===== src/design/md5_digest_crlf_canonical_unit_assert.svh =====
// Assertion macros for the MD5 line-ending canonical digest unit.
// Depends on nothing; included by the top level.
`ifndef MD5_DIGEST_CRLF_CANONICAL_UNIT_ASSERT_SVH
`define MD5_DIGEST_CRLF_CANONICAL_UNIT_ASSERT_SVH
`ifndef SYNTHESIS
`define MDC_ASSERT_IMP(label, clk, rst, a, c) \
   label: assert property (@(posedge clk) disable iff (rst) (a) |-> (c)) \
      else $error("assertion failed");
`define MDC_ASSERT_NXT(label, clk, rst, a, c) \
   label: assert property (@(posedge clk) disable iff (rst) (a) |=> (c)) \
      else $error("assertion failed");
`else
`define MDC_ASSERT_IMP(label, clk, rst, a, c)
`define MDC_ASSERT_NXT(label, clk, rst, a, c)
`endif
`endif


===== src/design/mdc_pkg.sv =====
// Package for the MD5 canonical digest unit: types, constants and round tables.
// Depends on nothing.
`timescale 1ns / 1ps
package mdc_pkg;
   typedef enum logic [2:0] {
      ST_IDLE, ST_ABSORB, ST_ROUND, ST_FOLD, ST_EMIT
   } state_type;

   // Controller to datapath.
   typedef struct packed {
      logic       write_byte;
      logic [7:0] byte_val;
      logic       count_up;
      logic       start_block;
      logic       round_step;
      logic       fold;
      logic       reinit;
      logic       latch_length;
   } cmd_type;

   // Datapath to controller.
   typedef struct packed {
      logic [5:0] fill_pos;
      logic [5:0] round_idx;
   } status_type;

   localparam logic [7:0] CHAR_CR = 8'd13;
   localparam logic [7:0] CHAR_LF = 8'd10;
   localparam logic [7:0] PAD_BYTE = 8'h80;
   localparam logic [5:0] LEN_POS = 6'd56;

   localparam logic [31:0] INIT_A = 32'h67452301;
   localparam logic [31:0] INIT_B = 32'hefcdab89;
   localparam logic [31:0] INIT_C = 32'h98badcfe;
   localparam logic [31:0] INIT_D = 32'h10325476;

   function automatic logic [31:0] round_k(input logic [5:0] i);
      logic [31:0] k;
      case (i)
         6'd0: k = 32'hd76aa478; 6'd1: k = 32'he8c7b756; 6'd2: k = 32'h242070db;
         6'd3: k = 32'hc1bdceee; 6'd4: k = 32'hf57c0faf; 6'd5: k = 32'h4787c62a;
         6'd6: k = 32'ha8304613; 6'd7: k = 32'hfd469501; 6'd8: k = 32'h698098d8;
         6'd9: k = 32'h8b44f7af; 6'd10: k = 32'hffff5bb1; 6'd11: k = 32'h895cd7be;
         6'd12: k = 32'h6b901122; 6'd13: k = 32'hfd987193; 6'd14: k = 32'ha679438e;
         6'd15: k = 32'h49b40821; 6'd16: k = 32'hf61e2562; 6'd17: k = 32'hc040b340;
         6'd18: k = 32'h265e5a51; 6'd19: k = 32'he9b6c7aa; 6'd20: k = 32'hd62f105d;
         6'd21: k = 32'h02441453; 6'd22: k = 32'hd8a1e681; 6'd23: k = 32'he7d3fbc8;
         6'd24: k = 32'h21e1cde6; 6'd25: k = 32'hc33707d6; 6'd26: k = 32'hf4d50d87;
         6'd27: k = 32'h455a14ed; 6'd28: k = 32'ha9e3e905; 6'd29: k = 32'hfcefa3f8;
         6'd30: k = 32'h676f02d9; 6'd31: k = 32'h8d2a4c8a; 6'd32: k = 32'hfffa3942;
         6'd33: k = 32'h8771f681; 6'd34: k = 32'h6d9d6122; 6'd35: k = 32'hfde5380c;
         6'd36: k = 32'ha4beea44; 6'd37: k = 32'h4bdecfa9; 6'd38: k = 32'hf6bb4b60;
         6'd39: k = 32'hbebfbc70; 6'd40: k = 32'h289b7ec6; 6'd41: k = 32'heaa127fa;
         6'd42: k = 32'hd4ef3085; 6'd43: k = 32'h04881d05; 6'd44: k = 32'hd9d4d039;
         6'd45: k = 32'he6db99e5; 6'd46: k = 32'h1fa27cf8; 6'd47: k = 32'hc4ac5665;
         6'd48: k = 32'hf4292244; 6'd49: k = 32'h432aff97; 6'd50: k = 32'hab9423a7;
         6'd51: k = 32'hfc93a039; 6'd52: k = 32'h655b59c3; 6'd53: k = 32'h8f0ccc92;
         6'd54: k = 32'hffeff47d; 6'd55: k = 32'h85845dd1; 6'd56: k = 32'h6fa87e4f;
         6'd57: k = 32'hfe2ce6e0; 6'd58: k = 32'ha3014314; 6'd59: k = 32'h4e0811a1;
         6'd60: k = 32'hf7537e82; 6'd61: k = 32'hbd3af235; 6'd62: k = 32'h2ad7d2bb;
         default: k = 32'heb86d391;
      endcase
      return k;
   endfunction

   function automatic logic [4:0] rot_amount(input logic [5:0] i);
      logic [4:0] r;
      case ({i[5:4], i[1:0]})
         4'd0: r = 5'd7;  4'd1: r = 5'd12; 4'd2: r = 5'd17; 4'd3: r = 5'd22;
         4'd4: r = 5'd5;  4'd5: r = 5'd9;  4'd6: r = 5'd14; 4'd7: r = 5'd20;
         4'd8: r = 5'd4;  4'd9: r = 5'd11; 4'd10: r = 5'd16; 4'd11: r = 5'd23;
         4'd12: r = 5'd6; 4'd13: r = 5'd10; 4'd14: r = 5'd15;
         default: r = 5'd21;
      endcase
      return r;
   endfunction

   // Message word index for round i.
   function automatic logic [3:0] word_sel(input logic [5:0] i);
      logic [3:0] g;
      case (i[5:4])
         2'd0: g = i[3:0];
         2'd1: g = 4'(({i[3:0], 2'b00} + i[3:0]) + 4'd1);
         2'd2: g = 4'(({i[3:0], 1'b0} + i[3:0]) + 4'd5);
         default: g = 4'(({i[3:0], 3'b000} - i[3:0]));
      endcase
      return g;
   endfunction
endpackage


===== src/design/mdc_if.sv =====
// Valid/ready channel interfaces for request and response words.
// Depends on nothing.
`timescale 1ns / 1ps
interface mdc_req_if;
   logic       valid;
   logic       ready;
   logic       has_byte;
   logic [7:0] data_byte;
   logic       end_of_message;
   modport source (output valid, has_byte, data_byte, end_of_message, input ready);
   modport sink (input valid, has_byte, data_byte, end_of_message, output ready);
endinterface

interface mdc_rsp_if;
   logic        valid;
   logic        ready;
   logic [31:0] digest_word;
   logic [1:0]  word_index;
   logic        last_word;
   modport source (output valid, digest_word, word_index, last_word, input ready);
   modport sink (input valid, digest_word, word_index, last_word, output ready);
endinterface


===== src/design/md5_digest_crlf_canonical_unit.sv =====
// Top level of the MD5 digest unit with CR/LF canonicalization.
// Depends on mdc_pkg, mdc_if, mdc_ctrl, mdc_datapath and the assertion header.
//
//  channel | dir | payload
//  req     | in  | has_byte, data_byte, end_of_message
//  rsp     | out | digest_word, word_index, last_word
//
// A word is accepted in idle, each canonical byte is then written in turn, and the unit returns to idle.
// A full 64-byte block then runs all 64 rounds and a fold step on the single round unit.
// End of message latches the length, then writes up to 72 pad bytes and runs up to two blocks of rounds.
// Synchronous reset restores the MD5 initial chaining words and clears the counter.
// Response stalls hold the digest word; no new word is taken until all four are sent.
`timescale 1ns / 1ps
`include "md5_digest_crlf_canonical_unit_assert.svh"
module md5_digest_crlf_canonical_unit (
   input logic clock,
   input logic reset,
   mdc_req_if.sink   req,
   mdc_rsp_if.source rsp
);
   mdc_pkg::cmd_type    cmd;
   mdc_pkg::status_type status;
   logic [63:0]  length_bits;
   logic [127:0] chain;
   logic [1:0]   widx;
   logic         req_fire, rsp_fire;

   assign req_fire = req.valid && req.ready;
   assign rsp_fire = rsp.valid && rsp.ready;

   mdc_ctrl u_ctrl (
      .clock(clock), .reset(reset), .req_fire(req_fire),
      .has_byte(req.has_byte), .data_byte(req.data_byte),
      .end_of_message(req.end_of_message), .rsp_fire(rsp_fire),
      .status(status), .length_bits(length_bits), .cmd(cmd),
      .req_ready(req.ready), .rsp_valid(rsp.valid), .word_idx(widx)
   );

   mdc_datapath u_dp (
      .clock(clock), .reset(reset), .cmd(cmd), .status(status),
      .length_bits(length_bits), .chain(chain)
   );

   assign rsp.digest_word = chain[32 * widx +: 32];
   assign rsp.word_index = widx;
   assign rsp.last_word = (widx == 2'd3);

   `MDC_ASSERT_IMP(a_no_overlap, clock, reset, rsp.valid, !req.ready)
   `MDC_ASSERT_NXT(a_word_step, clock, reset, rsp_fire && !rsp.last_word, rsp.valid)
   `MDC_ASSERT_IMP(a_one_cmd, clock, reset, 1'b1, !(cmd.round_step && cmd.write_byte))
endmodule


===== src/design/mdc_datapath.sv =====
// MD5 datapath: block buffer memory, bit counter, chaining words, one round per cycle.
// Depends on mdc_pkg.
`timescale 1ns / 1ps
module mdc_datapath (
   input  logic               clock,
   input  logic               reset,
   input  mdc_pkg::cmd_type   cmd,
   output mdc_pkg::status_type status,
   output logic [63:0]        length_bits,
   output logic [127:0]       chain
);
   logic [31:0] blk_mem [16];
   logic [63:0] count_ff, count_in;
   logic [63:0] len_ff;
   logic [31:0] ha_ff, hb_ff, hc_ff, hd_ff;
   logic [31:0] a_ff, b_ff, c_ff, d_ff;
   logic [5:0]  rnd_ff, rnd_in;
   logic [31:0] m_word, f_val, sum, rot, b_new;
   logic [5:0]  pos;
   logic [4:0]  sh;

   assign pos = count_ff[8:3];
   assign status.fill_pos = pos;
   assign status.round_idx = rnd_ff;
   assign length_bits = len_ff;
   assign chain = {hd_ff, hc_ff, hb_ff, ha_ff};

   // Bytes land little-endian within each 32-bit word.
   always_ff @(posedge clock) begin
      if (cmd.write_byte) begin
         blk_mem[pos[5:2]][8 * pos[1:0] +: 8] <= cmd.byte_val;
      end
   end

   assign m_word = blk_mem[mdc_pkg::word_sel(rnd_ff)];

   always_comb begin
      case (rnd_ff[5:4])
         2'd0: f_val = (b_ff & c_ff) | (~b_ff & d_ff);
         2'd1: f_val = (b_ff & d_ff) | (c_ff & ~d_ff);
         2'd2: f_val = b_ff ^ c_ff ^ d_ff;
         default: f_val = c_ff ^ (b_ff | ~d_ff);
      endcase
      sum = a_ff + f_val + mdc_pkg::round_k(rnd_ff) + m_word;
      sh = mdc_pkg::rot_amount(rnd_ff);
      rot = (sum << sh) | (sum >> (6'd32 - {1'b0, sh}));
      b_new = b_ff + rot;
      count_in = cmd.count_up ? count_ff + 64'd8 : count_ff;
      rnd_in = cmd.start_block ? 6'd0 : (cmd.round_step ? rnd_ff + 6'd1 : rnd_ff);
   end

   always_ff @(posedge clock) begin
      if (reset || cmd.reinit) begin
         count_ff <= '0;
         rnd_ff <= '0;
         ha_ff <= mdc_pkg::INIT_A;
         hb_ff <= mdc_pkg::INIT_B;
         hc_ff <= mdc_pkg::INIT_C;
         hd_ff <= mdc_pkg::INIT_D;
      end else begin
         count_ff <= count_in;
         rnd_ff <= rnd_in;
         if (cmd.fold) begin
            ha_ff <= ha_ff + a_ff;
            hb_ff <= hb_ff + b_ff;
            hc_ff <= hc_ff + c_ff;
            hd_ff <= hd_ff + d_ff;
         end
      end
   end

   always_ff @(posedge clock) begin
      if (cmd.latch_length) begin
         len_ff <= count_ff;
      end
      if (cmd.start_block) begin
         a_ff <= ha_ff;
         b_ff <= hb_ff;
         c_ff <= hc_ff;
         d_ff <= hd_ff;
      end else if (cmd.round_step) begin
         a_ff <= d_ff;
         b_ff <= b_new;
         c_ff <= b_ff;
         d_ff <= c_ff;
      end
   end
endmodule


===== src/design/mdc_ctrl.sv =====
// Controller: canonicalizes line endings, sequences padding, rounds and digest output.
// Depends on mdc_pkg.
`timescale 1ns / 1ps
module mdc_ctrl (
   input  logic                clock,
   input  logic                reset,
   input  logic                req_fire,
   input  logic                has_byte,
   input  logic [7:0]          data_byte,
   input  logic                end_of_message,
   input  logic                rsp_fire,
   input  mdc_pkg::status_type status,
   input  logic [63:0]         length_bits,
   output mdc_pkg::cmd_type    cmd,
   output logic                req_ready,
   output logic                rsp_valid,
   output logic [1:0]          word_idx
);
   mdc_pkg::state_type state_ff, state_in;
   // Pending canonical bytes: up to two.
   logic [7:0] b0_ff, b0_in, b1_ff, b1_in;
   logic [1:0] npend_ff, npend_in;
   logic       eom_ff, eom_in;
   logic       pad_ff, pad_in;      // padding in progress
   logic       padstart_ff, padstart_in;
   logic       lenok_ff, lenok_in;  // the current block takes the length
   logic       cr_ff, cr_in;
   logic [1:0] widx_ff, widx_in;
   logic [7:0] pad_byte;
   logic [2:0] lsel;

   assign word_idx = widx_ff;
   assign lsel = status.fill_pos[2:0];

   always_ff @(posedge clock) begin
      if (reset) begin
         state_ff <= mdc_pkg::ST_IDLE;
         npend_ff <= '0;
         eom_ff <= 1'b0;
         pad_ff <= 1'b0;
         padstart_ff <= 1'b0;
         lenok_ff <= 1'b0;
         cr_ff <= 1'b0;
         widx_ff <= '0;
      end else begin
         state_ff <= state_in;
         npend_ff <= npend_in;
         eom_ff <= eom_in;
         pad_ff <= pad_in;
         padstart_ff <= padstart_in;
         lenok_ff <= lenok_in;
         cr_ff <= cr_in;
         widx_ff <= widx_in;
      end
   end

   always_ff @(posedge clock) begin
      b0_ff <= b0_in;
      b1_ff <= b1_in;
   end

   always_comb begin
      state_in = state_ff;
      b0_in = b0_ff;
      b1_in = b1_ff;
      npend_in = npend_ff;
      eom_in = eom_ff;
      pad_in = pad_ff;
      padstart_in = padstart_ff;
      lenok_in = lenok_ff;
      cr_in = cr_ff;
      widx_in = widx_ff;
      cmd = '0;
      req_ready = 1'b0;
      rsp_valid = 1'b0;
      pad_byte = 8'h00;
      if (padstart_ff) begin
         pad_byte = mdc_pkg::PAD_BYTE;
      end else if (lenok_ff && status.fill_pos >= mdc_pkg::LEN_POS) begin
         pad_byte = length_bits[8 * lsel +: 8];
      end
      case (state_ff)
         mdc_pkg::ST_IDLE: begin
            req_ready = 1'b1;
            if (req_fire) begin
               eom_in = end_of_message;
               npend_in = 2'd0;
               if (has_byte) begin
                  if (data_byte == mdc_pkg::CHAR_CR) begin
                     b0_in = mdc_pkg::CHAR_CR; b1_in = mdc_pkg::CHAR_LF;
                     npend_in = 2'd2; cr_in = 1'b1;
                  end else if (data_byte == mdc_pkg::CHAR_LF) begin
                     if (!cr_ff) begin
                        b0_in = mdc_pkg::CHAR_CR; b1_in = mdc_pkg::CHAR_LF;
                        npend_in = 2'd2;
                     end
                     cr_in = 1'b0;
                  end else begin
                     b0_in = data_byte; npend_in = 2'd1; cr_in = 1'b0;
                  end
               end
               state_in = mdc_pkg::ST_ABSORB;
            end
         end
         mdc_pkg::ST_ABSORB: begin
            if (npend_ff != 2'd0) begin
               cmd.write_byte = 1'b1;
               cmd.byte_val = b0_ff;
               cmd.count_up = 1'b1;
               b0_in = b1_ff;
               npend_in = npend_ff - 2'd1;
            end else if (pad_ff) begin
               cmd.write_byte = 1'b1;
               cmd.byte_val = pad_byte;
               cmd.count_up = 1'b1;
               padstart_in = 1'b0;
            end else if (eom_ff) begin
               // Begin padding: remember the message length first. If the pad mark
               // lands at or past the length slot, the length goes into the next block.
               cmd.latch_length = 1'b1;
               pad_in = 1'b1;
               padstart_in = 1'b1;
               lenok_in = (status.fill_pos < mdc_pkg::LEN_POS);
            end else begin
               state_in = mdc_pkg::ST_IDLE;
            end
            if (cmd.write_byte && status.fill_pos == 6'd63) begin
               cmd.start_block = 1'b1;
               state_in = mdc_pkg::ST_ROUND;
            end
         end
         mdc_pkg::ST_ROUND: begin
            cmd.round_step = 1'b1;
            if (status.round_idx == 6'd63) begin
               state_in = mdc_pkg::ST_FOLD;
            end
         end
         mdc_pkg::ST_FOLD: begin
            cmd.fold = 1'b1;
            // Only the block that carried the length ends the message.
            if (pad_ff && lenok_ff) begin
               state_in = mdc_pkg::ST_EMIT;
            end else begin
               if (pad_ff) begin
                  lenok_in = 1'b1;
               end
               state_in = mdc_pkg::ST_ABSORB;
            end
         end
         mdc_pkg::ST_EMIT: begin
            rsp_valid = 1'b1;
            if (rsp_fire) begin
               widx_in = widx_ff + 2'd1;
               if (widx_ff == 2'd3) begin
                  cmd.reinit = 1'b1;
                  pad_in = 1'b0;
                  lenok_in = 1'b0;
                  eom_in = 1'b0;
                  cr_in = 1'b0;
                  state_in = mdc_pkg::ST_IDLE;
               end
            end
         end
         default: state_in = mdc_pkg::ST_IDLE;
      endcase
   end
endmodule

===== src/flat_wrapper.sv =====
// flat-port wrapper written by rule: the top's interface ports become plain ports
module md5_digest_crlf_canonical_unit_flat 
  (clock, reset, req_valid, req_has_byte, req_data_byte, req_end_of_message, req_ready, rsp_valid, rsp_digest_word, rsp_word_index, rsp_last_word, rsp_ready);
  mdc_req_if req_i ();
  mdc_rsp_if rsp_i ();
  input logic clock;
  input logic reset;
  input wire logic [$bits(req_i.valid)-1:0] req_valid;
  input wire logic [$bits(req_i.has_byte)-1:0] req_has_byte;
  input wire logic [$bits(req_i.data_byte)-1:0] req_data_byte;
  input wire logic [$bits(req_i.end_of_message)-1:0] req_end_of_message;
  output wire logic [$bits(req_i.ready)-1:0] req_ready;
  output wire logic [$bits(rsp_i.valid)-1:0] rsp_valid;
  output wire logic [$bits(rsp_i.digest_word)-1:0] rsp_digest_word;
  output wire logic [$bits(rsp_i.word_index)-1:0] rsp_word_index;
  output wire logic [$bits(rsp_i.last_word)-1:0] rsp_last_word;
  input wire logic [$bits(rsp_i.ready)-1:0] rsp_ready;
  assign req_i.valid = req_valid;
  assign req_i.has_byte = req_has_byte;
  assign req_i.data_byte = req_data_byte;
  assign req_i.end_of_message = req_end_of_message;
  assign req_ready = req_i.ready;
  assign rsp_valid = rsp_i.valid;
  assign rsp_digest_word = rsp_i.digest_word;
  assign rsp_word_index = rsp_i.word_index;
  assign rsp_last_word = rsp_i.last_word;
  assign rsp_i.ready = rsp_ready;
  md5_digest_crlf_canonical_unit u_core (.clock(clock), .reset(reset), .req(req_i), .rsp(rsp_i));
endmodule

===== config.mk =====
export PLATFORM = sky130hd
export DESIGN_NAME = md5_digest_crlf_canonical_unit_flat
export DESIGN_NICKNAME = d
export VERILOG_FILES = /design/src/design/mdc_pkg.sv /design/src/design/mdc_if.sv /design/src/design/md5_digest_crlf_canonical_unit.sv /design/src/design/mdc_datapath.sv /design/src/design/mdc_ctrl.sv /design/src/flat_wrapper.sv
export VERILOG_INCLUDE_DIRS = /design/src /design/src/design
export SDC_FILE = /design/constraint.sdc
export NUM_CORES = 2
export LEC_CHECK = 0
export CAP_MARGIN = 5
export CORE_ASPECT_RATIO = 0.8
export CORE_MARGIN = 1
export CORE_UTILIZATION = 55
export CTS_CLUSTER_SIZE = 16
export DETAILED_ROUTE_END_ITERATION = 6
export DONT_BUFFER_PORTS = 1
export PLACE_DENSITY = 0.7
export SLEW_MARGIN = 5
export SYNTH_ARGS = -nofsm -noshare
export SYNTH_HDL_FRONTEND = slang
export SYNTH_SLANG_ARGS = --single-unit

===== constraint.sdc =====
create_clock -name clock -period 19.55 [get_ports clock]
set_input_delay 0.9775 -clock clock [delete_from_list [all_inputs] [get_ports clock]]
set_output_delay 0.9775 -clock clock [all_outputs]
set_load 0.05 [all_outputs]

-- Word level (Yosys, flattened, before mapping)
Memories as Yosys holds them, arrays and structs flattened. A register that Yosys moved wholly into a read port is not among the register bits.
Cells that the tools add are included.
- memories kept: 3
- register bits: 418
- ROM bits: 2128
- bits in writable memories: 512
- word-level logic and storage cells: 198
- input bits: 14
- memories (name ; depth ; bits a word ; read ports ; clocked after Yosys merged registers in ; wr ports ; line ; RTL):
    (no name shown) ; 64 ; 32 ; 1 ; 1 ; 0 ; mdc_pkg.sv:39 ; case (i)
    u_core.u_dp.blk_mem ; 16 ; 32 ; 1 ; 0 ; 1 ; mdc_datapath.sv:12 ; logic [31:0] blk_mem [16];
    (no name shown) ; 16 ; 5 ; 1 ; 1 ; 0 ; mdc_pkg.sv:68 ; case ({i[5:4], i[1:0]})
- mux-type cells: 79
- reduce and logical (&&, ||, !) cells: 27
- magnitude comparators: 2
- shift operators: 6
- bitwise operators: 14
- eq/ne operators: 27
- add/sub/neg operators: 19
- operator list (kind ; number):
    $mux 32 ; 9
    $add 32x32->32 ; 8
    $and 32x32->32 ; 4
    $or 32x32->32 ; 4
    $shiftx 128x8->32 ; 1
    $pmux 32 s3 ; 1
    $xor 32x32->32 ; 3
    $mux 8 ; 10
    $add 64x4->64 const B ; 1
    $not 32->32 ; 2
    $shiftx 64x7->8 ; 1
    $neg 5->34 ; 1
    $shift 8x34->32 const A ; 1
    $shiftx 8x34->32 ; 1
    $shl 32x5->32 ; 1
    $shr 32x6->32 ; 1
    $mux 10 ; 3
    $mux 1 ; 28
    $mux 3 ; 9
    $ne 2x2->1 const B ; 9
    $eq 8x4->1 const B ; 2
    $pmux 8 s2 ; 1
    $pmux 3 s5 ; 1
    $reduce_and 5->1 ; 3
    other kinds (40) ; 69

-- Depth between registers and ports, before layout
- depth after elaboration: 12
- gate-level depth with buffers: 43

-- Hierarchy
Synthesis repeated with hierarchy kept, for this count alone.
- cell total of the unflattened synthesis: 5443
- area total of the unflattened synthesis: 57931.8 µm²
- by module, submodules not included (module ; instances ; cells each ; area an instance (µm²) ; sequential area each (µm²)):
    mdc_datapath ; 1 ; 5225 ; 55378.1 ; 25694.6
    mdc_ctrl ; 1 ; 175 ; 1712.9 ; 480.5
    md5_digest_crlf_canonical_unit ; 1 ; 43 ; 840.8 ; 0.0

-- Worst setup path before layout
No wires, ideal clock.
- path kind: register -> register
- start: register u_core.u_dp.rnd_ff[5]
- end: register u_core.u_dp.b_ff[31], data pin
- path buffers: 3
- setup time: 0.274 ns
- stages on the path, launching flop included: 39
- path slack: 9.437 ns
- period minus slack after synthesis: 10.113 ns
- required time: 19.276 ns
- arrival: 9.839 ns
- cells stage by stage: dfxtp_1 > and2b_1 > nor2_1 > xnor2_1 > clkbuf_1 > buf_1 > buf_1 > mux4_2 > nand2_1 > a31oi_1 > fa_1 > inv_1 > fa_1 > inv_1 > ha_1 > fa_1 > a211o_1 > a2111oi_4 > [... 3 more ...] > and4_1 > or2_2 > mux4_2 > nand3_1 > o311ai_0 > o21ai_0 > ha_1 > a211oi_1 > o21ai_0 > a31oi_1 > o211ai_1 > a21oi_1 > o21ai_0 > a221oi_1 > o211ai_1 > and3b_1 > o211ai_1 > a31oi_1
- cells in the longest elaborated chain, start to end: 10
- RTL lines (item ; line ; RTL):
    start, declared ; mdc_datapath.sv:17 ; logic [5:0] rnd_ff, rnd_in;
    start signal, assigned ; mdc_datapath.sv:62 ; rnd_ff <= rnd_in;
    $eq 2x2->1, or another cell as far along ; mdc_pkg.sv:81, mdc_datapath.sv:38 ;
    $pmux 32 s3 ; mdc_datapath.sv:38 ; case (rnd_ff[5:4])
    $add 32x32->32 (2 in a row) ; mdc_datapath.sv:44 ; sum = a_ff + f_val + mdc_pkg::round_k(rnd_ff) + m_word;
    $add 32x32->32 * ; mdc_datapath.sv:44 ;
    $shr 32x6->32 or $shl 32x5->32 (tied branches) ; mdc_datapath.sv:46 ; rot = (sum << sh) | (sum >> (6'd32 - {1'b0, sh}));
    $or 32x32->32 * ; mdc_datapath.sv:46 ;
    $add 32x32->32 * ; mdc_datapath.sv:47 ; b_new = b_ff + rot;
    $mux 32 * ; mdc_datapath.sv:81 ; end else if (cmd.round_step) begin
    $mux 32 * ; mdc_datapath.sv:76 ; if (cmd.start_block) begin
    end signal, assigned ; mdc_datapath.sv:83 ; b_ff <= b_new;
    end, declared ; mdc_datapath.sv:16 ; logic [31:0] a_ff, b_ff, c_ff, d_ff;
Mark *: on every way between the ends. The rest lies on a longest branch, timed or not. The select of a mux whose other input is x is not followed.
A chain may end at the register's enable or synchronous reset.

-- Final worst setup path
- start: register u_core.u_dp.rnd_ff[0]
- end: register u_core.u_dp.b_ff[31], data pin
- cells in the longest elaborated chain, start to end: 10
- RTL lines (item ; line ; RTL):
    $add 4x4->4, on equally long branches ; mdc_pkg.sv:84, mdc_pkg.sv:83 ;
    $add 4x3->4 or $add 4x1->4 (tied branches) ; mdc_pkg.sv:84, mdc_pkg.sv:83 ;
    $pmux 4 s3 * ; mdc_pkg.sv:81 ; case (i[5:4])
    $mem_v2 16x32 * ; -- ;
    $add 32x32->32 * ; mdc_datapath.sv:44 ;
    $shr 32x6->32 or $shl 32x5->32 (tied branches) ; mdc_datapath.sv:46 ;
    $or 32x32->32 * ; mdc_datapath.sv:46 ;
    $add 32x32->32 * ; mdc_datapath.sv:47 ;
    $mux 32 * ; mdc_datapath.sv:81 ;
    $mux 32 * ; mdc_datapath.sv:76 ;
Marked as above.

==> flow_summary.ini <==
[sta]
timing.final.hold_violations = 0
finClkSkew_ns = 0.0396
period_minus_slack_ns = 13.17
finalSetupTns_ns = 0
slew_viol_final = 0
setup_violations = 0
slew_headroom_pct = 6.10
rsz0062_at_grt = no
fin_crit_sh_pct = 67.4
fmax_mhz = 75.9
worst_pin_slew_ns = 1.41

[die]
die_y_um = 290
die_x_um = 362
dieArea_sq_mm = 0.105
pin_count = 51
num_rows = 105
core_area_sq_mm = 0.103
start_util_pct = 55.6

[finish]
area_delta_synth_final_pct = 7.93
multi_input_area_sq_mm = 0.0290
drive_above_1_share_pct = 9.92
fillers = 8464
final_cell_mix = 839 x nand2_1, 709 x edfxtp_1, 440 x nor2_1
layoutNonFillerInstCount = 6938
regArea_sq_mm = 0.0262
nNetsFinal = 5766
design_area_sq_mm = 0.0617
num_antenna_cells = 0
final_common_cell = nand2_1

[pwr]
ir_worst_vdd_mv = 0.0664
p_leak_nw = 22.5
powerDensity_mw_per_mm2 = 67.2

[logic_synthesis]
synth_warnings = 0
synth_top_family_by_area = compound AO/OA/AOI/OAI gates
synthMuxAreaShare_pct = 9.07
synth_cell_types = 95
yosys.area.top_type = edfxtp_1
synth_compound_area_share_pct = 16.5
yosysSeqAreaShare_pct = 45.8
synthXorXnorAreaFrac_pct = 3.61
ys_seq_elements = 953
synth_top_area_share_pct = 37.2
synth_edf_count = 709
synthAdderAreaFrac_pct = 7.18
synthSimpleGateAreaFrac_pct = 14.2
synth_area_leaders = edfxtp_1 37%, dfxtp_1 8.5%, mux4_2 8.0%
async_flop_share_pct = 0
avgSynthCellArea_sq_um = 10.2
synthCells = 5605
synth_flop_cell = edfxtp_1
syn-num-nets = 5906
synth.cell_area_sq_mm = 0.0572

[detailed_routing]
vias = 46182
ant_nets = 0
wirelength_mm = 188
dr.first_iter.drc_count = 6779
route.detailed.drc = 0
via_per_inst = 6.66
first_pass_iters = 7
avgRoutedWirePerCell_um = 27.1

[setup_path]
worst-path-buf-inv = 5
worstPathArrival_ns = 13.60
slowest_delay_ns = 0.88
r2r_slack_ns = 6.38
r2r-end = u_core.u_dp.b_ff[31]$_DFFE_PN_
path_delay_family = compound AO/OA/AOI/OAI gates
ff2ff_path_depth = 40
rr_startpoint = u_core.u_dp.rnd_ff[0]$_SDFFE_PP0P_
start_kind = flop
path_common_cell = o21ai_0
critPathKind = flop to flop
cp_max_fo = 50
cp-end-kind = flop
cp_slowest_cell = a221oi_1
critPathRequiredTime_ns = 19.98

[placed_design]
placed_cells = 6760
dp_hpwl_mm = 134
dpl_cell_area_sq_mm = 0.0584
gp_congestion = 1.05
numPortBuffers = 0

[clock_tree]
cts-root-buf = clkbuf_16
cts_inserted_buffers = 94
postCtsHoldBufs = 0
cts_buffer_depth = 3
clock-sinks = 953
cts_resized = 0
post_cts_buffers = 0
h-tree-depth = 3
clk_latency_ns = 0.72
cts_tree = built
path_clk_slew_ns = 0.07

[grt]
grt.total_usage_pct = 35.3
grt_pass1_vias = 41997
antenna_found_initial = 6
grt_max_degree = 83
grt_pass1_wl_mm = 278
overflow = 0

[outcome]
status = finished, final reports clean

[worst_hold_path]
min-delay-start = reset
hold_path_depth = 1
hold_path_end = u_core.u_ctrl.word_idx[0]$_SDFFE_PP0P_
hp-class = input port to flop

[run]
cap_violations = 0
-- metal layers --
metal	GRT usage (%)	wire length, um	vias up
met3	12.5	26900	356
met4	10.8	6240	10
met5	0	100	-
li1	-	-	20462
met2	46.6	74500	2817
met1	53.6	80200	22537
-- per-stage QoR --
| step | hold slack, ns | total power [mW] | setup WS (ns) | utilization (%) |
|---|---|---|---|---|
| after CTS | 0.284 | 4.16 | 6.67 | 60.0 |
| final | 0.320 | 4.15 | 6.38 | 60.1 |
| after global routing | 0.303 | 4.24 | 5.67 | 60.1 |
| after detailed placement | 0.426 | 2.28 | 6.67 | 56.9 |
| after floorplan | 0.406 | 2.25 | 9.44 | - |
| after global placement | 0.420 | 2.27 | 6.76 | 56.9 |
-- cells by family (layout without fill, tap and decap cells) --
| family | count (synthesis) | after routing |
|---|---|---|
| DFF | 953 | 953 |
| xor gates and xnor gates | 234 | 234 |
| buffers and inverters | 552 | 494 |
| and+or+nand+nor | 1826 | 1826 |
| adders and majority gates | 287 | 287 |
| AOI/OAI and AO/OA | 1490 | 1490 |
| muxes | 263 | 263 |
-- worst reg2reg max path, delay by kind of cell (launching register included) --
kind	cells	cell delay, ns
buf+inv	5	1.74
fa+ha+maj	5	2.30
simple gates	4	0.66
flops	1	0.60
compound gates	25	7.11
mux	1	0.48
-- sequential cells by signal, indices dropped and copies added, names as in the netlist, 5 cells and up, named ones only --
signal	count
u_core.u_ctrl.b0_ff	8
u_core.u_dp.a_ff	32
u_core.u_dp.b_ff	32
u_core.u_dp.blk_mem	512
u_core.u_dp.c_ff	32
u_core.u_dp.count_ff	61
u_core.u_dp.d_ff	32
u_core.u_dp.ha_ff	32
u_core.u_dp.hb_ff	32
u_core.u_dp.hc_ff	32
u_core.u_dp.hd_ff	32
u_core.u_dp.length_bits	61
u_core.u_dp.rnd_ff	6
u_core.u_dp.sh	5
-- cell usage after synthesis, types with 39 or more instances --
master / n
a211oi_1: 104
a21o_1: 82
a21oi_1: 414
a31oi_1: 112
and2_1: 49
and3_1: 39
buf_1: 55
clkbuf_1: 244
dfxtp_1: 244
edfxtp_1: 709
fa_1: 68
ha_1: 219
inv_1: 233
mux2i_1: 39
mux4_2: 202
nand2_1: 839
nand3_1: 121
nor2_1: 443
nor2b_1: 46
nor3_1: 74
o211ai_1: 88
o21ai_0: 360
or2_2: 44
xnor2_1: 140
xor2_1: 93
-- cell type report --
class                   count  share of cell area [%]
clock inverters            60                    1.00
repair buffers             76                   0.945
inverters                 240                    1.46
well taps                1391                    2.82
multi-input cells        4100                    47.1
flip-flops and latches    953                    42.4
clock buffers             118                    4.28
-- how the worst max path moves through the flow --
| stage | startpoint | end | slack (ns) | cells after the start |
|---|---|---|---|---|
| after global placement | u_core.u_dp.rnd_ff[0]$_SDFFE_PP0P_ | u_core.u_dp.b_ff[31]$_DFFE_PN_ | 6.76 | 40 |
| after global routing | u_core.u_dp.rnd_ff[0]$_SDFFE_PP0P_ | u_core.u_dp.b_ff[31]$_DFFE_PN_ | 5.67 | 40 |
| after floorplan | u_core.u_dp.rnd_ff[5]$_SDFFE_PP0P_ | u_core.u_dp.b_ff[31]$_DFFE_PN_ | 9.44 | 38 |
| after CTS | u_core.u_dp.rnd_ff[0]$_SDFFE_PP0P_ | u_core.u_dp.b_ff[31]$_DFFE_PN_ | 6.67 | 40 |
| after detailed placement | u_core.u_dp.rnd_ff[0]$_SDFFE_PP0P_ | u_core.u_dp.b_ff[31]$_DFFE_PN_ | 6.67 | 40 |
| final | u_core.u_dp.rnd_ff[0]$_SDFFE_PP0P_ | u_core.u_dp.b_ff[31]$_DFFE_PN_ | 6.38 | 40 |
-- where the power goes --
part | switching [mW] | internal (mW) | total, mW
registers | 0.00249 | 2.15 | 2.15
logic | 0.0548 | 0.0248 | 0.0796
clock network | 0.851 | 1.06 | 1.91
No activity file was read; power rests on OpenSTA's default activity.
